`src/rtl/ils_pkg.sv`:
```
// Package with the types, sizes and codes of the indexed list store.
`default_nettype none
package ils_pkg;

    localparam int DEPTH     = 16;
    localparam int ITEM_BITS = 32;
    localparam int ADDR_BITS = $clog2(DEPTH);
    localparam int LEN_BITS  = $clog2(DEPTH + 1);
    localparam int POS_BITS  = 5;
    localparam int WORD_BITS = 32;
    localparam int HIT_BITS  = 4;

    typedef enum logic [2:0] {
        K_PUSH   = 3'd0,
        K_POP    = 3'd1,
        K_GET    = 3'd2,
        K_SET    = 3'd3,
        K_INSERT = 3'd4,
        K_REMOVE = 3'd5,
        K_FIND   = 3'd6,
        K_CLEAR  = 3'd7
    } t_kind;

    typedef enum logic [2:0] {
        ST_OK       = 3'd0,
        ST_RANGE    = 3'd1,
        ST_FULL     = 3'd2,
        ST_EMPTY    = 3'd3,
        ST_NOTFOUND = 3'd4
    } t_status;

    typedef enum logic [1:0] {
        CELL_HOLD       = 2'd0,
        CELL_WRITE      = 2'd1,
        CELL_SHIFT_UP   = 2'd2,
        CELL_SHIFT_DOWN = 2'd3
    } t_cell_op;

    typedef struct packed {
        t_kind                 kind;
        logic [POS_BITS-1:0]   position;
        logic [WORD_BITS-1:0]  item_in;
    } t_in_item;

    typedef struct packed {
        t_status               status;
        logic [WORD_BITS-1:0]  item_out;
        logic [HIT_BITS-1:0]   found_index;
        logic [LEN_BITS-1:0]   length;
    } t_out_item;

    typedef struct packed {
        t_cell_op              op;
        logic [ADDR_BITS-1:0]  addr;
        logic [LEN_BITS-1:0]   count;
        logic [ITEM_BITS-1:0]  word;
    } t_cell_ctrl;

endpackage
`default_nettype wire

```
`src/rtl/indexed_list_store_top.sv`:
```
// Top level of the indexed list store: operation decode, cell row and result register.
//
//   Channel   Direction   Handshake                 Payload
//   in        input       i_in_valid / o_in_ready   i_in  (t_in_item)
//   out       output      o_out_valid / i_out_ready o_out (t_out_item)
//
// The result of each operation is registered and shows the cycle after the input
// transaction. The row of cells shifts the whole tail and compares every entry in the
// same cycle as the transaction, so a new transaction is taken each cycle while the result
// register is empty or being drained. Reset clears the length and the result valid.
// A stalled result blocks new input until it is taken.
`default_nettype none
module indexed_list_store_top
    import ils_pkg::*;
(
    input  wire logic      i_clk,
    input  wire logic      i_rst_n,
    input  wire logic      i_in_valid,
    output logic           o_in_ready,
    input  wire t_in_item  i_in,
    output logic           o_out_valid,
    input  wire logic      i_out_ready,
    output t_out_item      o_out
);

    logic [LEN_BITS-1:0]  r_count;
    logic [LEN_BITS-1:0]  n_count;
    logic                 r_out_valid;
    t_out_item            r_out;
    t_out_item            n_out;
    t_cell_ctrl           w_ctrl;
    t_cell_op             w_op;
    logic [ADDR_BITS-1:0] w_addr;
    logic [ADDR_BITS-1:0] w_rd_addr;
    logic [ITEM_BITS-1:0] w_rd_value;
    logic [ITEM_BITS-1:0] w_word;
    logic [ADDR_BITS-1:0] w_found;
    logic                 w_accept;
    logic                 w_full;
    logic                 w_pos_ge;
    logic                 w_pos_gt;

    logic [ITEM_BITS-1:0] w_cell_value [DEPTH];
    logic                 w_hit        [DEPTH+1];
    logic                 w_first      [DEPTH];

    assign o_in_ready = !r_out_valid || i_out_ready;
    assign w_accept   = i_in_valid && o_in_ready;
    assign w_word     = i_in.item_in[ITEM_BITS-1:0];
    assign w_full     = (r_count >= LEN_BITS'(DEPTH));
    assign w_pos_ge   = ({1'b0, i_in.position} >= {1'b0, r_count});
    assign w_pos_gt   = ({1'b0, i_in.position} > {1'b0, r_count});
    assign w_rd_addr  = (i_in.kind == K_POP) ? ADDR_BITS'(r_count - 1'b1)
                                             : i_in.position[ADDR_BITS-1:0];
    assign w_rd_value = w_cell_value[w_rd_addr];

    assign w_ctrl.op    = w_accept ? w_op : CELL_HOLD;
    assign w_ctrl.addr  = w_addr;
    assign w_ctrl.count = r_count;
    assign w_ctrl.word  = w_word;

    assign w_hit[0] = 1'b0;

    for (genvar g = 0; g < DEPTH; g++) begin : g_cell
        logic [ITEM_BITS-1:0] w_prev;
        logic [ITEM_BITS-1:0] w_next;

        if (g == 0) begin : g_head
            assign w_prev = w_cell_value[g];
        end else begin : g_body
            assign w_prev = w_cell_value[g-1];
        end
        if (g == DEPTH - 1) begin : g_tail
            assign w_next = w_cell_value[g];
        end else begin : g_inner
            assign w_next = w_cell_value[g+1];
        end

        ils_cell u_cell (
            .i_clk        (i_clk),
            .i_index      (ADDR_BITS'(g)),
            .i_ctrl       (w_ctrl),
            .i_prev_value (w_prev),
            .i_next_value (w_next),
            .i_hit_in     (w_hit[g]),
            .o_hit_out    (w_hit[g+1]),
            .o_first      (w_first[g]),
            .o_value      (w_cell_value[g])
        );
    end

    always_comb begin
        w_found = '0;
        for (int k = 0; k < DEPTH; k++) begin
            if (w_first[k]) begin
                w_found = w_found | ADDR_BITS'(k);
            end
        end
    end

    always_comb begin
        w_op              = CELL_HOLD;
        w_addr            = i_in.position[ADDR_BITS-1:0];
        n_count           = r_count;
        n_out.status      = ST_OK;
        n_out.item_out    = '0;
        n_out.found_index = '0;
        unique case (i_in.kind)
            K_PUSH: begin
                if (w_full) begin
                    n_out.status = ST_FULL;
                end else begin
                    w_op    = CELL_WRITE;
                    w_addr  = r_count[ADDR_BITS-1:0];
                    n_count = r_count + 1'b1;
                end
            end
            K_POP: begin
                if (r_count == '0) begin
                    n_out.status = ST_EMPTY;
                end else begin
                    n_count        = r_count - 1'b1;
                    n_out.item_out = WORD_BITS'(w_rd_value);
                end
            end
            K_GET: begin
                if (w_pos_ge) begin
                    n_out.status = ST_RANGE;
                end else begin
                    n_out.item_out = WORD_BITS'(w_rd_value);
                end
            end
            K_SET: begin
                if (w_pos_ge) begin
                    n_out.status = ST_RANGE;
                end else begin
                    w_op = CELL_WRITE;
                end
            end
            K_INSERT: begin
                if (w_pos_gt) begin
                    n_out.status = ST_RANGE;
                end else if (w_full) begin
                    n_out.status = ST_FULL;
                end else begin
                    w_op    = CELL_SHIFT_UP;
                    n_count = r_count + 1'b1;
                end
            end
            K_REMOVE: begin
                if (w_pos_ge) begin
                    n_out.status = ST_RANGE;
                end else begin
                    w_op           = CELL_SHIFT_DOWN;
                    n_count        = r_count - 1'b1;
                    n_out.item_out = WORD_BITS'(w_rd_value);
                end
            end
            K_FIND: begin
                if (w_hit[DEPTH]) begin
                    n_out.found_index = HIT_BITS'(w_found);
                end else begin
                    n_out.status = ST_NOTFOUND;
                end
            end
            K_CLEAR: begin
                n_count = '0;
            end
            default: begin
                n_count = r_count;
            end
        endcase
        n_out.length = n_count;
    end

    always_ff @(posedge i_clk) begin
        if (!i_rst_n) begin
            r_count     <= '0;
            r_out_valid <= 1'b0;
        end else begin
            if (w_accept) begin
                r_count     <= n_count;
                r_out_valid <= 1'b1;
            end else if (i_out_ready) begin
                r_out_valid <= 1'b0;
            end
        end
    end

    always_ff @(posedge i_clk) begin
        if (w_accept) begin
            r_out <= n_out;
        end
    end

    assign o_out_valid = r_out_valid;
    assign o_out       = r_out;

endmodule
`default_nettype wire

```
`src/rtl/ils_cell.sv`:
```
// One storage cell of the list: holds one entry, shifts with its neighbors and compares.
`default_nettype none
module ils_cell
    import ils_pkg::*;
(
    input  wire logic                 i_clk,
    input  wire logic [ADDR_BITS-1:0] i_index,
    input  wire t_cell_ctrl           i_ctrl,
    input  wire logic [ITEM_BITS-1:0] i_prev_value,
    input  wire logic [ITEM_BITS-1:0] i_next_value,
    input  wire logic                 i_hit_in,
    output logic                      o_hit_out,
    output logic                      o_first,
    output logic [ITEM_BITS-1:0]      o_value
);

    logic [ITEM_BITS-1:0] r_value;
    logic [ITEM_BITS-1:0] n_value;
    logic                 w_match;

    always_comb begin
        n_value = r_value;
        case (i_ctrl.op)
            CELL_WRITE: begin
                if (i_index == i_ctrl.addr) begin
                    n_value = i_ctrl.word;
                end
            end
            CELL_SHIFT_UP: begin
                if (i_index == i_ctrl.addr) begin
                    n_value = i_ctrl.word;
                end else if (i_index > i_ctrl.addr) begin
                    n_value = i_prev_value;
                end
            end
            CELL_SHIFT_DOWN: begin
                if (i_index >= i_ctrl.addr) begin
                    n_value = i_next_value;
                end
            end
            default: begin
                n_value = r_value;
            end
        endcase
    end

    always_ff @(posedge i_clk) begin
        r_value <= n_value;
    end

    assign w_match   = (r_value == i_ctrl.word) &&
                       ({1'b0, i_index} < {1'b0, i_ctrl.count});
    assign o_first   = w_match && !i_hit_in;
    assign o_hit_out = w_match || i_hit_in;
    assign o_value   = r_value;

endmodule
`default_nettype wire
```
`config.mk`:
```
export PLATFORM = sky130hd
export DESIGN_NAME = indexed_list_store_top
export DESIGN_NICKNAME = d
export VERILOG_FILES = /design/src/rtl/ils_pkg.sv /design/src/rtl/indexed_list_store_top.sv /design/src/rtl/ils_cell.sv
export SDC_FILE = /design/constraint.sdc
export NUM_CORES = 2
export LEC_CHECK = 0
export ABC_AREA = 1
export BUFFER_PORTS_ARGS = -buffer_cell sky130_fd_sc_hd__buf_2
export CELL_PAD_IN_SITES_DETAIL_PLACEMENT = 0
export CELL_PAD_IN_SITES_GLOBAL_PLACEMENT = 1
export CORE_MARGIN = 3
export CORE_UTILIZATION = 52
export CTS_CLUSTER_SIZE = 28
export DETAILED_ROUTE_END_ITERATION = 10
export PLACE_DENSITY_LB_ADDON = 0.1
export SYNTH_ARGS = -nofsm -noshare
export SYNTH_HDL_FRONTEND = slang
export SYNTH_SLANG_ARGS = --single-unit
export TNS_END_PERCENT = 5
```
`constraint.sdc`:
```
create_clock -name i_clk -period 18 [get_ports i_clk]
set_input_delay 0 -clock i_clk [delete_from_list [all_inputs] [get_ports i_clk]]
set_output_delay 0 -clock i_clk [all_outputs]
set_load 0.05 [all_outputs]
```
==> metrics.txt <==
Post-Route Setup TNS=0 ns; I/O Pins=90; # clock sinks=562; post-synthesis simple-gate area fraction=0.172; drt via density=6.65; cell breakdown of the critical path=inv_1 > ha_1 > nand2_1 > nor2_1 > nand2_1 > nand2_1 > a21oi_1 > nand2_1 > o311ai_0 > nand2_1 > inv_1 > ha_4 > inv_8 > buf_4 > nor2_1 > a21oi_1 > inv_1 > o21ai_4; die width=290 um; Final Hold Viols=0; Slowest cell on crit path=o21ai_4; syn avg cell area=7.35 um^2; gpl congestion=1.03; initial antenna violation count=2; Seq/Total Area, Yosys=0.401; Crit path top cell by count=nand2_1; DRC=0; largest family of logic cells by synthesized area=compound AO/OA/AOI/OAI gates; final instance area=44,700 um^2; period utilisation layout=0.333; Slew Viols, Final=0; routed via count=43,800; cts repair resizes=0; post-route ant nets=0; core area=79,500 um^2; R2R setup slack=12.01 ns; syn nets=5,771; Clock Latency Late Sink=0.64 ns; largest net degree at the start of global routing=159; post-synthesis instance total=5,714; Rows=103; vias in the first global route=39,500; CTS tree=yes; RSZ-0062 raised after global routing=no; Pwr Density=87.2 nW/um^2; max_cap viols=0; crit end category=register; DR iter-0 viols=7,359; Tot GR Track Use=0.456; Worst slew margin=0.192; dominant cell type by area after synthesis=edfxtp_1; arrival time worst endpoint=6.23 ns; area grow syn2layout=6.53%; CP required=18.24 ns; worst vdd ir=70.8 uV; die height=290 um; Post-Route WL=200,000 um; Root Buffer=clkbuf_16; hpwl dp=144,000 um; wire per inst=30.4 um; clock buffer depth=3; Crit path largest cell delay=0.86 ns; adder-cell share of the synthesized area=0.00387; Netlist cell types=47; Initial Util=0.528; worst hold path class=primary input to register; crit-path max FO=116; status=finished, final reports clean; top cells by area, synth=edfxtp_1 40%, nand2_1 10%, o21ai_0 8.6%; placed cell area=42,500 um^2; worst slew pin tran=1.21 ns; number of fill cells=7,866; Post-Route Skew=0.0255 ns; Synth Area in XOR/XNOR=0.0371; router iterations before antenna repair=6; Crit Path Category=register to register; Ys Warns=0; post-synthesis register bit count=562; post-synthesis compound-gate area fraction=0.281; global-route wire length before repair=285,000 um; ys async rst share=0; Finish-stage setup viols=0; Clock Pin Slew Worst Setup and Hold Paths=0.07 ns; synthesized cell area=42,000 um^2; share of the synthesized area in the top cell type=0.398; net total in the final layout=5,539; # diodes=0; H-tree depth=3; PortBufs=89; Final Util=0.562; Startpoint Class=register; number of synthesized flops with an enable pin=556; multi-input logic area=21,000 um^2; fin crit period=5.99 ns; Reg area=16,800 um^2; FMAX=167 MHz; global route overflow=0; DIE AREA=84,200 um^2; layout cell share with drive strength beyond 1=0.0605; Post-synth top flop=edfxtp_1; post-synthesis mux area share=0; leakage=17.2 nW; CTS Buf Count=71
==> final timing paths <==
| kind | depth (start not counted) | start | endpoint |
|---|---|---|---|
| hold / removal | 6 | i_in[37] | o_out[7] |
| setup / recovery | 18 | r_count[4] | g_cell[11].u_cell.o_value[13] |
| setup reg to reg | 18 | r_count[4] | g_cell[11].u_cell.o_value[13] |
| hold reg to reg | 2 | g_cell[1].u_cell.o_value[22] | g_cell[0].u_cell.o_value[22] |
==> cells in the final DEF (no fill, tap or decap), types with 60 or more instances in the layout <==
cell       netlist  layout
a21oi_1        682     679
a31oi_1         60      60
buf_2          135      89
buf_4           13      76
clkbuf_16        0      73
edfxtp_1       556     556
inv_1          589     582
nand2_1       1152    1151
nand3_1        197     197
nor2_1         310     308
o211ai_1       372     372
o21ai_0        725     719
o21ai_1        111     109
xnor2_1        118     118
xor2_1          60      60
==> critical path: cells and delay by family (launching register included) <==
family                   cells  cell delay (ns)
flip-flops                   1             0.73
AND/OR/NAND/NOR              7             0.91
buffers and inverters        5             1.94
adder cells (fa/ha/maj)      2             0.60
AO/OA/AOI/OAI                4             1.35
==> routing by layer <==
layer / vias up / part of all wire / track usage
met3: 588 / 0.13 / 0.0999
met4: 2 / 0.091 / 0.343
met5: - / 0.000055 / 0
li1: 19400 / - / -
met1: 20300 / 0.38 / 0.624
met2: 3512 / 0.40 / 0.630
==> cell type report <==
type | instances | area share
Multi-Input combinational cell | 4051 | 0.469
Sequential cell | 562 | 0.376
Inverter | 621 | 0.0527
Timing Repair Buffer | 175 | 0.0254
Clock buffer | 100 | 0.0431
Clock inverter | 26 | 0.00453
Tap cell | 1050 | 0.0294
==> Yosys cell counts, drive strengths merged, types with 45 or more instances <==
cell type  number
xor2           60
a21oi         682
nor2          325
clkbuf        277
nand4          45
xnor2         118
nand3         197
a31oi          60
edfxtp        556
inv           615
buf           203
o22ai          57
nand2        1153
o211ai        372
o21ai         841
==> power breakdown <==
| part | internal [mW] | switching [mW] | leakage, nW |
|---|---|---|---|
| combinational | 0.207 | 0.691 | 10.9 |
| clock | 0.765 | 0.623 | 1.04 |
| sequential | 1.55 | 0.0608 | 5.19 |
==> registers in the layout (all words and copies together), names as in the netlist <==
name and flops:
g_cell.u_cell.o_value 512, o_out_valid 1, r_count 5, o_out 44
==> metrics by stage <==
step / instances / setup WS [ns] / hold WS, ns / power, mW
floorplan: 5714 / 11.80 / 0.195 / 2.15
global placement: 6451 / 12.25 / 0.303 / 2.48
detailed placement: 6451 / 12.17 / 0.311 / 2.49
CTS: 6585 / 12.12 / 0.0473 / 3.85
global route: 6585 / 11.72 / 0.134 / 3.99
finish: 6585 / 12.01 / 0.0683 / 3.90
==> cell families after synthesis <==
family,after synthesis
adder cells (fa/ha/maj),13
flip-flops,562
AND/OR/NAND/NOR,1779
XOR/XNOR,178
buffers and inverters,1101
AO/OA/AOI/OAI,2081
==> repair_timing <==
item	4_1_cts	5_1_grt
hold buffers	8	0
buffers inserted	0	0
hold endpoints to repair	12	0
setup endpoints to repair	0	0
Power figures use the tool's default switching activity.
